--- src/wclm_pkg.sv ---
package wclm_pkg;

    // Face geometry
    localparam int GRID_CELLS = 256;
    localparam int CELL_W     = $clog2(GRID_CELLS);
    localparam int POS_W      = CELL_W + 1;

    // Face letters, first letter in the top byte
    localparam FACE_TEXT = {
        "ITLISOTWENTYRONETWOETENMTHIRTEENFIVEMELEVENIFOURTHREEPNINETEENSUFOURTEEN",
        "MIDNIGHTSIXTEENDEIGHTEENSEVENTEENOTWELVEHALFELQUARTEROTOPASTRONESATW",
        "OSIXTWELVETFOURAFIVESEVENMEIGHTENINETENTTHREECELEVENINOTHENAFTERNOON",
        "MORNINGSATENIGHTEVENINGCANDTCOLDCOOLETWARMURAHOT"
    };
    localparam int FACE_LEN = $bits(FACE_TEXT) / 8;

    // Time thresholds
    localparam int HALF_HOUR    = 30;
    localparam int DAY_HOURS    = 24;
    localparam int MORNING_FROM = 5;
    localparam int NOON         = 12;
    localparam int EVENING_FROM = 17;
    localparam int NIGHT_FROM   = 21;

    // Longest phrase: IT IS A QUARTER PAST ONE IN THE MORNING
    localparam int MAX_WORDS = 9;
    localparam int SLOT_W    = $clog2(MAX_WORDS);
    localparam int WLEN_W    = 4;
    localparam int WTEXT_W   = 8 * 9;

    typedef logic [5:0] word_id_t;

    // Number words carry their own value as code
    localparam word_id_t W_ONE       = 6'd1;
    localparam word_id_t W_TWO       = 6'd2;
    localparam word_id_t W_THREE     = 6'd3;
    localparam word_id_t W_FOUR      = 6'd4;
    localparam word_id_t W_FIVE      = 6'd5;
    localparam word_id_t W_SIX       = 6'd6;
    localparam word_id_t W_SEVEN     = 6'd7;
    localparam word_id_t W_EIGHT     = 6'd8;
    localparam word_id_t W_NINE      = 6'd9;
    localparam word_id_t W_TEN       = 6'd10;
    localparam word_id_t W_ELEVEN    = 6'd11;
    localparam word_id_t W_TWELVE    = 6'd12;
    localparam word_id_t W_THIRTEEN  = 6'd13;
    localparam word_id_t W_FOURTEEN  = 6'd14;
    localparam word_id_t W_FIFTEEN   = 6'd15;
    localparam word_id_t W_SIXTEEN   = 6'd16;
    localparam word_id_t W_SEVENTEEN = 6'd17;
    localparam word_id_t W_EIGHTEEN  = 6'd18;
    localparam word_id_t W_NINETEEN  = 6'd19;
    localparam word_id_t W_TWENTY    = 6'd20;
    localparam word_id_t W_HALF      = 6'd21;
    localparam word_id_t W_A         = 6'd22;
    localparam word_id_t W_QUARTER   = 6'd23;
    localparam word_id_t W_TO        = 6'd24;
    localparam word_id_t W_PAST      = 6'd25;
    localparam word_id_t W_MIDNIGHT  = 6'd26;
    localparam word_id_t W_IT        = 6'd27;
    localparam word_id_t W_IS        = 6'd28;
    localparam word_id_t W_AT        = 6'd29;
    localparam word_id_t W_NIGHT     = 6'd30;
    localparam word_id_t W_IN        = 6'd31;
    localparam word_id_t W_THE       = 6'd32;
    localparam word_id_t W_MORNING   = 6'd33;
    localparam word_id_t W_AFTERNOON = 6'd34;
    localparam word_id_t W_EVENING   = 6'd35;

    typedef struct packed {
        logic [WLEN_W-1:0]  len;
        logic [WTEXT_W-1:0] text;   // right-justified, first letter highest
    } word_rom_t;

    typedef struct packed {
        logic [SLOT_W-1:0]             count;
        word_id_t [MAX_WORDS-1:0]      ids;
    } phrase_t;

    function automatic word_rom_t word_rom(input word_id_t id);
        word_rom_t r;
        r.len  = '0;
        r.text = '0;
        case (id)
            W_ONE:       begin r.len = 4'd3; r.text = WTEXT_W'("ONE");       end
            W_TWO:       begin r.len = 4'd3; r.text = WTEXT_W'("TWO");       end
            W_THREE:     begin r.len = 4'd5; r.text = WTEXT_W'("THREE");     end
            W_FOUR:      begin r.len = 4'd4; r.text = WTEXT_W'("FOUR");      end
            W_FIVE:      begin r.len = 4'd4; r.text = WTEXT_W'("FIVE");      end
            W_SIX:       begin r.len = 4'd3; r.text = WTEXT_W'("SIX");       end
            W_SEVEN:     begin r.len = 4'd5; r.text = WTEXT_W'("SEVEN");     end
            W_EIGHT:     begin r.len = 4'd5; r.text = WTEXT_W'("EIGHT");     end
            W_NINE:      begin r.len = 4'd4; r.text = WTEXT_W'("NINE");      end
            W_TEN:       begin r.len = 4'd3; r.text = WTEXT_W'("TEN");       end
            W_ELEVEN:    begin r.len = 4'd6; r.text = WTEXT_W'("ELEVEN");    end
            W_TWELVE:    begin r.len = 4'd6; r.text = WTEXT_W'("TWELVE");    end
            W_THIRTEEN:  begin r.len = 4'd8; r.text = WTEXT_W'("THIRTEEN");  end
            W_FOURTEEN:  begin r.len = 4'd8; r.text = WTEXT_W'("FOURTEEN");  end
            W_FIFTEEN:   begin r.len = 4'd7; r.text = WTEXT_W'("FIFTEEN");   end
            W_SIXTEEN:   begin r.len = 4'd7; r.text = WTEXT_W'("SIXTEEN");   end
            W_SEVENTEEN: begin r.len = 4'd9; r.text = WTEXT_W'("SEVENTEEN"); end
            W_EIGHTEEN:  begin r.len = 4'd8; r.text = WTEXT_W'("EIGHTEEN");  end
            W_NINETEEN:  begin r.len = 4'd8; r.text = WTEXT_W'("NINETEEN");  end
            W_TWENTY:    begin r.len = 4'd6; r.text = WTEXT_W'("TWENTY");    end
            W_HALF:      begin r.len = 4'd4; r.text = WTEXT_W'("HALF");      end
            W_A:         begin r.len = 4'd1; r.text = WTEXT_W'("A");         end
            W_QUARTER:   begin r.len = 4'd7; r.text = WTEXT_W'("QUARTER");   end
            W_TO:        begin r.len = 4'd2; r.text = WTEXT_W'("TO");        end
            W_PAST:      begin r.len = 4'd4; r.text = WTEXT_W'("PAST");      end
            W_MIDNIGHT:  begin r.len = 4'd8; r.text = WTEXT_W'("MIDNIGHT");  end
            W_IT:        begin r.len = 4'd2; r.text = WTEXT_W'("IT");        end
            W_IS:        begin r.len = 4'd2; r.text = WTEXT_W'("IS");        end
            W_AT:        begin r.len = 4'd2; r.text = WTEXT_W'("AT");        end
            W_NIGHT:     begin r.len = 4'd5; r.text = WTEXT_W'("NIGHT");     end
            W_IN:        begin r.len = 4'd2; r.text = WTEXT_W'("IN");        end
            W_THE:       begin r.len = 4'd3; r.text = WTEXT_W'("THE");       end
            W_MORNING:   begin r.len = 4'd7; r.text = WTEXT_W'("MORNING");   end
            W_AFTERNOON: begin r.len = 4'd9; r.text = WTEXT_W'("AFTERNOON"); end
            W_EVENING:   begin r.len = 4'd7; r.text = WTEXT_W'("EVENING");   end
            default:     begin r.len = 4'd1; r.text = '0;                    end
        endcase
        return r;
    endfunction

    // Letter shown at one face position; past the end reads as zero
    function automatic logic [7:0] face_char(input logic [POS_W-1:0] pos);
        logic [7:0] c;
        c = '0;
        for (int i = 0; i < FACE_LEN; i++)
        begin
            if (pos == POS_W'(i))
            begin
                c = FACE_TEXT[8*(FACE_LEN-1-i) +: 8];
            end
        end
        return c;
    endfunction

endpackage

--- src/wclm_if.sv ---
interface wclm_time_if;
    import wclm_pkg::*;
    logic       valid;
    logic       ready;
    logic [4:0] hour;
    logic [5:0] minute;

    modport source (output valid, output hour, output minute, input ready);
    modport sink   (input valid, input hour, input minute, output ready);
endinterface

interface wclm_mask_if;
    import wclm_pkg::*;
    logic        valid;
    logic        ready;
    logic [63:0] mask_0;
    logic [63:0] mask_1;
    logic [63:0] mask_2;
    logic [63:0] mask_3;

    modport source (output valid, output mask_0, output mask_1, output mask_2,
                    output mask_3, input ready);
    modport sink   (input valid, input mask_0, input mask_1, input mask_2,
                    input mask_3, output ready);
endinterface

--- src/word_clock_letter_mask_top.sv ---
// Timing: the scan sequencer compares one face letter at a time, then lights the matched letters
// one at a time, with a start and a hand-off step; the walk crosses the face once.
// The single letter-compare unit in the scan sequencer sets how long a phrase takes.
// Throughput: one item at a time; the next is taken once the mask is handed on.
// Reset (rst_n, asynchronous, active low) returns both sequencers to idle.
module word_clock_letter_mask_top
    import wclm_pkg::*;
(
    input  logic               clk,
    input  logic               rst_n,
    wclm_time_if.sink          clock_time,
    wclm_mask_if.source        letters
);

    localparam logic [1:0] T_IDLE = 2'd0;
    localparam logic [1:0] T_BUSY = 2'd1;
    localparam logic [1:0] T_HOLD = 2'd2;

    logic [1:0]            st_reg, st_next;
    logic [GRID_CELLS-1:0] mask_reg, mask_next;
    phrase_t               phrase;
    logic                  start;
    logic                  scan_done;
    logic [GRID_CELLS-1:0] scan_mask;

    wclm_phrase u_phrase (
        .hour   (clock_time.hour),
        .minute (clock_time.minute),
        .phrase (phrase)
    );

    wclm_scan u_scan (
        .clk    (clk),
        .rst_n  (rst_n),
        .start  (start),
        .phrase (phrase),
        .done   (scan_done),
        .mask   (scan_mask)
    );

    assign clock_time.ready = st_reg == T_IDLE;
    assign start            = clock_time.valid && clock_time.ready;

    // Take an item, wait for the scan, hold the mask until taken
    always_comb
    begin
        st_next   = st_reg;
        mask_next = mask_reg;
        case (st_reg)
            T_IDLE:
            begin
                if (start)
                begin
                    st_next = T_BUSY;
                end
            end
            T_BUSY:
            begin
                if (scan_done)
                begin
                    mask_next = scan_mask;
                    st_next   = T_HOLD;
                end
            end
            T_HOLD:
            begin
                if (letters.ready)
                begin
                    st_next = T_IDLE;
                end
            end
            default:
            begin
                st_next = T_IDLE;
            end
        endcase
    end

    always_ff @(posedge clk or negedge rst_n)
    begin
        if (!rst_n)
        begin
            st_reg <= T_IDLE;
        end
        else
        begin
            st_reg <= st_next;
        end
    end

    always_ff @(posedge clk)
    begin
        mask_reg <= mask_next;
    end

    assign letters.valid  = st_reg == T_HOLD;
    assign letters.mask_0 = mask_reg[63:0];
    assign letters.mask_1 = mask_reg[127:64];
    assign letters.mask_2 = mask_reg[191:128];
    assign letters.mask_3 = mask_reg[255:192];

endmodule

--- src/wclm_phrase.sv ---
module wclm_phrase
    import wclm_pkg::*;
(
    input  logic [4:0] hour,
    input  logic [5:0] minute,
    output phrase_t    phrase
);

    logic             to_side;
    logic [5:0]       mins;
    logic [5:0]       hour_inc;
    logic [4:0]       hour_adj;
    logic [4:0]       hour_12;
    logic [SLOT_W-1:0] n;

    // Fold the minute and advance the hour on the TO side
    always_comb
    begin
        to_side  = minute > 6'(HALF_HOUR);
        mins     = minute;
        hour_inc = {1'b0, hour} + 6'd1;
        if (hour_inc >= 6'(DAY_HOURS))
        begin
            hour_inc = hour_inc - 6'(DAY_HOURS);
        end
        if (to_side)
        begin
            mins = (minute <= 6'd60) ? 6'd60 - minute : 6'd0;
        end
        hour_adj = (to_side && minute != 6'd0) ? hour_inc[4:0] : hour;
        if (hour_adj >= 5'(2 * NOON))
        begin
            hour_12 = hour_adj - 5'(2 * NOON);
        end
        else if (hour_adj >= 5'(NOON))
        begin
            hour_12 = hour_adj - 5'(NOON);
        end
        else
        begin
            hour_12 = hour_adj;
        end
    end

    // Build the ordered word list
    always_comb
    begin
        phrase.ids = {MAX_WORDS{W_IT}};
        n = '0;
        phrase.ids[n] = W_IT;   n = n + 1'b1;
        phrase.ids[n] = W_IS;   n = n + 1'b1;
        if (hour == 5'd0 && minute == 6'd0)
        begin
            phrase.ids[n] = W_MIDNIGHT; n = n + 1'b1;
        end
        else
        begin
            if (minute != 6'd0)
            begin
                if (mins == 6'(HALF_HOUR))
                begin
                    phrase.ids[n] = W_HALF; n = n + 1'b1;
                end
                else if (mins >= 6'd20)
                begin
                    phrase.ids[n] = W_TWENTY; n = n + 1'b1;
                    if (mins != 6'd20)
                    begin
                        // unit word: number code equals its value
                        phrase.ids[n] = word_id_t'(mins - 6'd20); n = n + 1'b1;
                    end
                end
                else if (mins == 6'd15)
                begin
                    phrase.ids[n] = W_A;       n = n + 1'b1;
                    phrase.ids[n] = W_QUARTER; n = n + 1'b1;
                end
                else if (mins != 6'd0)
                begin
                    phrase.ids[n] = word_id_t'(mins); n = n + 1'b1;
                end
                phrase.ids[n] = to_side ? W_TO : W_PAST; n = n + 1'b1;
            end
            phrase.ids[n] = (hour_12 == 5'd0) ? W_TWELVE : word_id_t'(hour_12);
            n = n + 1'b1;
            if (hour_adj < 5'(MORNING_FROM) || hour_adj >= 5'(NIGHT_FROM))
            begin
                phrase.ids[n] = W_AT;    n = n + 1'b1;
                phrase.ids[n] = W_NIGHT; n = n + 1'b1;
            end
            else
            begin
                phrase.ids[n] = W_IN;  n = n + 1'b1;
                phrase.ids[n] = W_THE; n = n + 1'b1;
                if (hour_adj < 5'(NOON))
                begin
                    phrase.ids[n] = W_MORNING;
                end
                else if (hour_adj < 5'(EVENING_FROM))
                begin
                    phrase.ids[n] = W_AFTERNOON;
                end
                else
                begin
                    phrase.ids[n] = W_EVENING;
                end
                n = n + 1'b1;
            end
        end
        phrase.count = n;
    end

endmodule

--- src/wclm_scan.sv ---
module wclm_scan
    import wclm_pkg::*;
(
    input  logic                  clk,
    input  logic                  rst_n,
    input  logic                  start,
    input  phrase_t               phrase,
    output logic                  done,
    output logic [GRID_CELLS-1:0] mask
);

    localparam logic [1:0] S_IDLE   = 2'd0;
    localparam logic [1:0] S_SEARCH = 2'd1;
    localparam logic [1:0] S_LIGHT  = 2'd2;
    localparam logic [1:0] S_DONE   = 2'd3;

    logic [1:0]            st_reg, st_next;
    phrase_t               words_reg, words_next;
    logic [SLOT_W-1:0]     slot_reg, slot_next;
    logic [POS_W-1:0]      pos_reg, pos_next;
    logic [WLEN_W-1:0]     ofs_reg, ofs_next;
    logic [GRID_CELLS-1:0] mask_reg, mask_next;

    word_rom_t             rom;
    logic [WLEN_W-1:0]     char_idx;
    logic [7:0]            word_c;
    logic [7:0]            face_c;
    logic [POS_W:0]        end_pos;
    logic [POS_W:0]        lit_pos;
    logic                  last_word;

    // Shared compare unit: one face letter against one word letter
    always_comb
    begin
        rom       = word_rom(words_reg.ids[slot_reg]);
        char_idx  = rom.len - 1'b1 - ofs_reg;
        word_c    = rom.text[{char_idx, 3'b000} +: 8];
        face_c    = face_char(pos_reg + POS_W'(ofs_reg));
        end_pos   = {1'b0, pos_reg} + (POS_W+1)'(rom.len);
        lit_pos   = {1'b0, pos_reg} + (POS_W+1)'(ofs_reg);
        last_word = slot_reg == words_reg.count - 1'b1;
    end

    // Sequencer: walk the face word by word, lighting each matched word before the next; a miss ends the walk
    always_comb
    begin
        st_next    = st_reg;
        words_next = words_reg;
        slot_next  = slot_reg;
        pos_next   = pos_reg;
        ofs_next   = ofs_reg;
        mask_next  = mask_reg;
        case (st_reg)
            S_IDLE:
            begin
                if (start)
                begin
                    words_next = phrase;
                    slot_next  = '0;
                    pos_next   = '0;
                    ofs_next   = '0;
                    mask_next  = '0;
                    st_next    = S_SEARCH;
                end
            end
            S_SEARCH:
            begin
                if (end_pos > (POS_W+1)'(FACE_LEN))
                begin
                    // word not on the face: stop here
                    st_next = S_DONE;
                end
                else if (face_c == word_c)
                begin
                    if (ofs_reg == rom.len - 1'b1)
                    begin
                        st_next = S_LIGHT;
                    end
                    else
                    begin
                        ofs_next = ofs_reg + 1'b1;
                    end
                end
                else
                begin
                    pos_next = pos_reg + 1'b1;
                    ofs_next = '0;
                end
            end
            S_LIGHT:
            begin
                if (lit_pos < (POS_W+1)'(GRID_CELLS))
                begin
                    mask_next[lit_pos[CELL_W-1:0]] = 1'b1;
                end
                if (ofs_reg == '0)
                begin
                    pos_next  = end_pos[POS_W-1:0];
                    slot_next = slot_reg + 1'b1;
                    st_next   = last_word ? S_DONE : S_SEARCH;
                end
                else
                begin
                    ofs_next = ofs_reg - 1'b1;
                end
            end
            S_DONE:
            begin
                st_next = S_IDLE;
            end
            default:
            begin
                st_next = S_IDLE;
            end
        endcase
    end

    always_ff @(posedge clk or negedge rst_n)
    begin
        if (!rst_n)
        begin
            st_reg <= S_IDLE;
        end
        else
        begin
            st_reg <= st_next;
        end
    end

    always_ff @(posedge clk)
    begin
        words_reg <= words_next;
        slot_reg  <= slot_next;
        pos_reg   <= pos_next;
        ofs_reg   <= ofs_next;
        mask_reg  <= mask_next;
    end

    assign done = st_reg == S_DONE;
    assign mask = mask_reg;

endmodule

--- src/flat_wrapper.sv ---
// flat-port wrapper written by rule: the top's interface ports become plain ports
module word_clock_letter_mask_top_flat import wclm_pkg::*;
  (clk, rst_n, clock_time_valid, clock_time_hour, clock_time_minute, clock_time_ready, letters_valid, letters_mask_0, letters_mask_1, letters_mask_2, letters_mask_3, letters_ready);
  wclm_time_if clock_time_i ();
  wclm_mask_if letters_i ();
  input  logic clk;
  input  logic rst_n;
  input wire logic [$bits(clock_time_i.valid)-1:0] clock_time_valid;
  input wire logic [$bits(clock_time_i.hour)-1:0] clock_time_hour;
  input wire logic [$bits(clock_time_i.minute)-1:0] clock_time_minute;
  output wire logic [$bits(clock_time_i.ready)-1:0] clock_time_ready;
  output wire logic [$bits(letters_i.valid)-1:0] letters_valid;
  output wire logic [$bits(letters_i.mask_0)-1:0] letters_mask_0;
  output wire logic [$bits(letters_i.mask_1)-1:0] letters_mask_1;
  output wire logic [$bits(letters_i.mask_2)-1:0] letters_mask_2;
  output wire logic [$bits(letters_i.mask_3)-1:0] letters_mask_3;
  input wire logic [$bits(letters_i.ready)-1:0] letters_ready;
  assign clock_time_i.valid = clock_time_valid;
  assign clock_time_i.hour = clock_time_hour;
  assign clock_time_i.minute = clock_time_minute;
  assign clock_time_ready = clock_time_i.ready;
  assign letters_valid = letters_i.valid;
  assign letters_mask_0 = letters_i.mask_0;
  assign letters_mask_1 = letters_i.mask_1;
  assign letters_mask_2 = letters_i.mask_2;
  assign letters_mask_3 = letters_i.mask_3;
  assign letters_i.ready = letters_ready;
  word_clock_letter_mask_top u_core (.clk(clk), .rst_n(rst_n), .clock_time(clock_time_i), .letters(letters_i));
endmodule
--- config.mk ---
export PLATFORM = sky130hd
export DESIGN_NAME = word_clock_letter_mask_top_flat
export DESIGN_NICKNAME = d
export VERILOG_FILES = /design/src/wclm_pkg.sv /design/src/wclm_if.sv /design/src/word_clock_letter_mask_top.sv /design/src/wclm_phrase.sv /design/src/wclm_scan.sv /design/src/flat_wrapper.sv
export SDC_FILE = /design/constraint.sdc
export NUM_CORES = 1
export LEC_CHECK = 0
export ABC_AREA = 1
export BUFFER_PORTS_ARGS = -buffer_cell sky130_fd_sc_hd__buf_4
export CAP_MARGIN = 20
export CORE_MARGIN = 4
export CORE_UTILIZATION = 30
export CTS_BUF_LIST = sky130_fd_sc_hd__clkbuf_16
export CTS_CLUSTER_DIAMETER = 100
export CTS_CLUSTER_SIZE = 24
export DETAILED_ROUTE_END_ITERATION = 10
export PLACE_DENSITY = 0.51
export SYNTH_ARGS = -nofsm -noshare
export SYNTH_HDL_FRONTEND = slang
export SYNTH_HIERARCHICAL = 1
export SYNTH_MEMORY_MAX_BITS = 65536
export SYNTH_SLANG_ARGS = --single-unit
--- constraint.sdc ---
create_clock -name clk -period 22.1 [get_ports clk]
set_input_delay 1.105 -clock clk [delete_from_list [all_inputs] [get_ports clk]]
set_output_delay 1.105 -clock clk [all_outputs]
set_load 0.02 [all_outputs]
==> run metrics, run 1 <==
most used cell, CP nand3_1; Final Critical Period just under 9000 ps; DR iter-0 viols 2,788; Compound-Gate Fraction of Synth Area 0.121; simple logic cell fraction of the synthesized area 0.204; area occupied by multi-input gates around 11,000 um2; DP HPWL between 70,000 and 80,000 um; clock sink count slightly below 600; fraction of layout cells with a size suffix above 1 0.147; TNS Setup 0 ps; WL met3 roughly 8000 um; area grow syn2layout 15.6%; WP data arrival around 9000 ps; final instance area between 30,000 and 40,000 um2; commonest cells after routing, fill and taps aside edfxtp_1 (587), nand2_1 (508), inv_1 (447); Final Skew about 48 ps; EDFF count, synth 587; Worst path slowest cell nor3b_1; CTS tree done; Req. time, crit path approximately 22,000 ps; # rows 118; sequential share of the synthesized area 0.563; CTS Buffer Depth 3; num ports around 270; Port-buffer cells about 270; top-area cell type share of the netlist area 0.560; top cells by area, synth edfxtp_1 (56%), nand2_1 (6.1%), a21oi_1 (5.8%); ANT cells 0; Routed met2 length about 47,000 um; Starting Density 0.303; Critical Path Fanout Max 110; largest family of logic cells by synthesized area simple AND/OR/NAND/NOR gates; DR top layer met4; htree depth 2; DIE WIDTH 332 um; Synth Area in Adders 0.0250; first-pass GRT wire length between 150,000 and 200,000 um; Tcrit/Tclk final 0.394; commonest non-fill, non-tap cell in the layout edfxtp_1; Worst-path clk slew 100 ps; Tot GR Track Use 0.180; Worst Setup Path Type flip-flop to flip-flop; endpoint type of the worst setup path flip-flop; 1st-pass router iterations 5; worst min path class primary input to async pin; Slew @ Worst Pin 1200 ps; pin count of the biggest net entering global routing 180; Syn. warnings 6; DR vias approximately 26,000; cts repair resizes 0; routability congestion estimate slightly above 0.9; Startpoint Class flip-flop; Primary FF master, synth edfxtp_1; Worst slew margin 0.202; FF+latch area 17,700 um2; CTS buffer count 37; vias in the first global route approximately 24,000; # nets final between 3,000 and 4,000; Syn Area/Cell between 9 and 10 um2; pins over their slew limit 0; Die Footprint about 110,000 um2; status finished, final reports clean; Yosys cell types 67; DRC errors left 0; worst skew pair latency 610 ps; leading area contributor after synthesis edfxtp_1; Synthesized Nets ~3,500; GRT overflow 0; cell count after synthesis 3,395; max_cap viols 0; final setup violation count 0; Post-CTS Repair Setup Buffers 0; Final Hold Viols 0; synthesized area between 30,000 and 40,000 um2; clock root cell clkbuf_16; CP max stage delay 580 ps; wire per inst roughly 21 um; Core ar. between 100,000 and 150,000 um2; Synth Area in XOR/XNOR 0.00688; Met1 Wirelength around 46,000 um; Routed WL approximately 100,000 um; ANT nets after route 0; cts hold-fix bufs 0; Die Span Y 332 um; RSZ-0062 raised after global routing no; share of synthesized registers carrying an async set or reset 0.00677; antenna violations before repair 1; FILL cells 10,719; Fmax achieved 115 MHz; routed vias/inst between 5 and 6; Yosys reg bits 591; placed inst area between 30,000 and 40,000 um2; mux share of post-synthesis cell area 0
==> metrics by stage <==
step           hold slack (ps)  std cells   util  worst slack (ps)
6_report                   316       4993  0.350             13380
3_3_place_gp               433       4933  0.338             13200
2_1_floorplan              426       3395      -              5170
3_5_place_dp               432       4934  0.338             13540
5_1_grt                    284       4993  0.350             12400
4_1_cts                    279       4989  0.349             13470
==> final cells by class <==
| class | count | area share |
|---|---|---|
| flip-flops and latches | 591 | 0.488 |
| well taps | 1380 | 0.0475 |
| clock inverters | 17 | 0.00743 |
| inverters | 467 | 0.0488 |
| multi-input cells | 2171 | 0.313 |
| repair buffers | 329 | 0.0699 |
| clock buffers | 38 | 0.0262 |
==> worst paths after layout <==
check | depth (start not counted) | slack (ps) | from | endpoint
max | 47 | 13380 | u_core/u_scan/ofs_reg[1] | u_core/u_scan/pos_reg[1]
min | 1 | 320 | rst_n | u_core/st_reg[0]
max reg2reg | 47 | 13380 | u_core/u_scan/ofs_reg[1] | u_core/u_scan/pos_reg[1]
min reg2reg | 0 | 450 | u_core/u_scan/mask[187] | u_core/mask_reg[187]
max in group asynchronous | 1 | 21670 | rst_n | u_core/u_scan/st_reg[1]
min in group clk | 0 | 450 | u_core/u_scan/mask[187] | u_core/mask_reg[187]
==> synthesized netlist by cell type, types with 10 or more instances <==
library cell,instances
o311ai_0,11
nand2_1,508
o21ai_0,137
inv_1,450
buf_2,35
o2111ai_1,13
nor2_1,442
buf_1,12
a31oi_1,39
nand3_2,10
nor2_2,16
nand2_2,27
edfxtp_1,587
nand2_4,12
inv_2,14
nand4_1,73
o211ai_1,28
clkbuf_1,107
o21ai_1,14
nand3b_1,12
nand3_1,217
a21oi_1,364
nor3_1,39
nor4_1,20
ha_1,58
xor2_1,15
o221ai_1,14
==> layer usage <==
metal,vias to the layer above,track usage
li1,12128,-
met4,0,0.0461
met2,1082,0.287
met3,163,0.0327
met1,12168,0.254
met5,-,0
==> worst max-delay path: cells and delay by family, from the launching register on <==
kind,cells,cell delay (ps)
and+or+nand+nor,37,5710
buffers and inverters,5,1100
DFF,1,530
adders and majority gates,1,470
AOI/OAI and AO/OA,3,340
xor gates and xnor gates,1,180
==> kinds of logic (layout without fill, tap and decap cells) <==
| logic type | after synthesis | after routing |
|---|---|---|
| and+or+nand+nor | 1411 | 1411 |
| AOI/OAI and AO/OA | 676 | 676 |
| buffers and inverters | 633 | 851 |
| DFF | 591 | 591 |
| adders and majority gates | 61 | 61 |
| xor gates and xnor gates | 23 | 23 |
Power of run 1 is left out: the tool's default activity adds up to more than one toggle a clock period on the data nets, which glitch-free logic cannot reach.
==> run 2, diff against run 1 <==
==> constraint.sdc (replaced) <==
create_clock -name clk -period 9.1 [get_ports clk]
set_input_delay 0.455 -clock clk [delete_from_list [all_inputs] [get_ports clk]]
set_output_delay 0.455 -clock clk [all_outputs]
set_load 0.02 [all_outputs]
==> run 2 against run 1 <==
  * Clock skew shrank 6.1 ps
  * Critical path depth up 2
  * Final cell count up 1.6%
  * First-iteration DRC count fell by 5.1%
  * Core utilization increased by 0.46 points
  * Non-clock buffer count increased by 84
  * Hold slack got worse by 190 ps
  * Design area up 1.3%
  * Register-to-register slack lost 12000 ps
  * Routed wire length grew 1.0%
  * Critical endpoint is now u_core/u_scan/pos_reg[5]
  * Highest routed layer unchanged
==> run metrics, run 2 (synthesis gave the netlist of run 1 again) <==
Worst Setup Path Type flip-flop to flip-flop; final setup violation count 0; num ports about 270; worst skew pair latency ~590 ps; fraction of layout cells with a size suffix above 1 0.165; max_cap viols 0; RSZ-0062 raised after global routing no; vias in the first global route approximately 25,000; CTS Buffer Depth 3; most used cell, CP nand3_1; status finished, final reports clean; ANT nets after route 0; pin count of the biggest net entering global routing around 140; Port-buffer cells 272; Critical Path Fanout Max 48; Post-CTS Repair Setup Buffers 0; commonest non-fill, non-tap cell in the layout edfxtp_1; first-pass GRT wire length approximately 160,000 um; routability congestion estimate 0.917; clock sink count 591; Startpoint Class flip-flop; GRT overflow 0; Final Hold Viols 0; TNS Setup 0 ps; ANT cells 0; final instance area between 30,000 and 40,000 um2; pins over their slew limit 0; Req. time, crit path 9400 ps; Final Critical Period 7960 ps; Worst-path clk slew around 100 ps; htree depth 2; Tot GR Track Use 0.183; CTS tree done; Fmax achieved between 100 and 150 MHz; placed inst area roughly 36,000 um2; DRC errors left 0; commonest cells after routing, fill and taps aside edfxtp_1 (587), nand2_1 (508), inv_1 (449); area grow syn2layout 17.1%; clock root cell clkbuf_16; WP data arrival approximately 8300 ps; Slew @ Worst Pin about 1100 ps; routed vias/inst just over 5; endpoint type of the worst setup path flip-flop; Die Footprint roughly 110,000 um2; Routed WL 105,000 um; Core ar. 104,000 um2; # nets final about 3,800; Tcrit/Tclk final 0.875; DIE WIDTH 332 um; Worst slew margin 0.289; Die Span Y around 330 um; Final Skew 41.5 ps; hold slack 127 ps; DR vias 25,672; FILL cells approximately 11,000; DR iter-0 viols 2,647; pre-CTS setup slack about 1300 ps; wire per inst 20.8 um; CTS buffer count 35; 1st-pass router iterations 6; Worst path slowest cell edfxtp_1; Starting Density 0.303; # rows 118; worst min path class primary input to flip-flop; DP HPWL 75,800 um; final setup margin ~1100 ps; antenna violations before repair 0; CP max stage delay roughly 440 ps
run 2: metal layers:
layer  track usage  wire length (um)
met1         0.257             47100
met2         0.299             48800
met3        0.0268              6870
met4        0.0447              2660
met5             0                 0
run 2: metrics by stage:
step                utilization  cells
global placement          0.344   5019
floorplan                     -   3395
detailed placement        0.344   5020
global route              0.355   5073
CTS                       0.355   5072
finish                    0.355   5073
run 2: worst max-delay path, delay by kind of cell, from the launching register on:
family,cells,cell delay [ps]
xor+xnor,1,180
flops,1,440
buf+inv,5,790
compound gates,5,580
fa+ha+maj,2,620
simple gates,36,5080
run 2: cell type report:
class                      instances  area [um2]  area share
multi-input combinational       2171       11400       0.309
clock buffer                      35         876      0.0238
inverter                         467        1770      0.0481
tap                             1380        1730      0.0469
timing repair buffer             413        3150      0.0854
clock inverter                    16         218     0.00591
sequential                       591       17700       0.481
run 2: final timing paths:
| kind | from | to | slack, ps | cells past startpoint |
|---|---|---|---|---|
| min reg2reg | u_core/u_scan/mask[193] | u_core/mask_reg[193] | 420 | 0 |
| max | u_core/u_scan/ofs_reg[0] | u_core/u_scan/pos_reg[5] | 1140 | 49 |
| max in group asynchronous | rst_n | u_core/u_scan/st_reg[0] | 8790 | 2 |
| min in group asynchronous | rst_n | u_core/st_reg[0] | 190 | 2 |
| max reg2reg | u_core/u_scan/ofs_reg[0] | u_core/u_scan/pos_reg[5] | 1140 | 49 |
| min | clock_time_valid | u_core/st_reg[0] | 130 | 3 |
run 2: repair_timing:
action                                 CTS  global route
hold buffers                             1             0
resized for setup                        0             0
endpoints found under the hold margin    4             0
setup endpoints to repair                0             0
Power of run 2 is left out for the same reason.
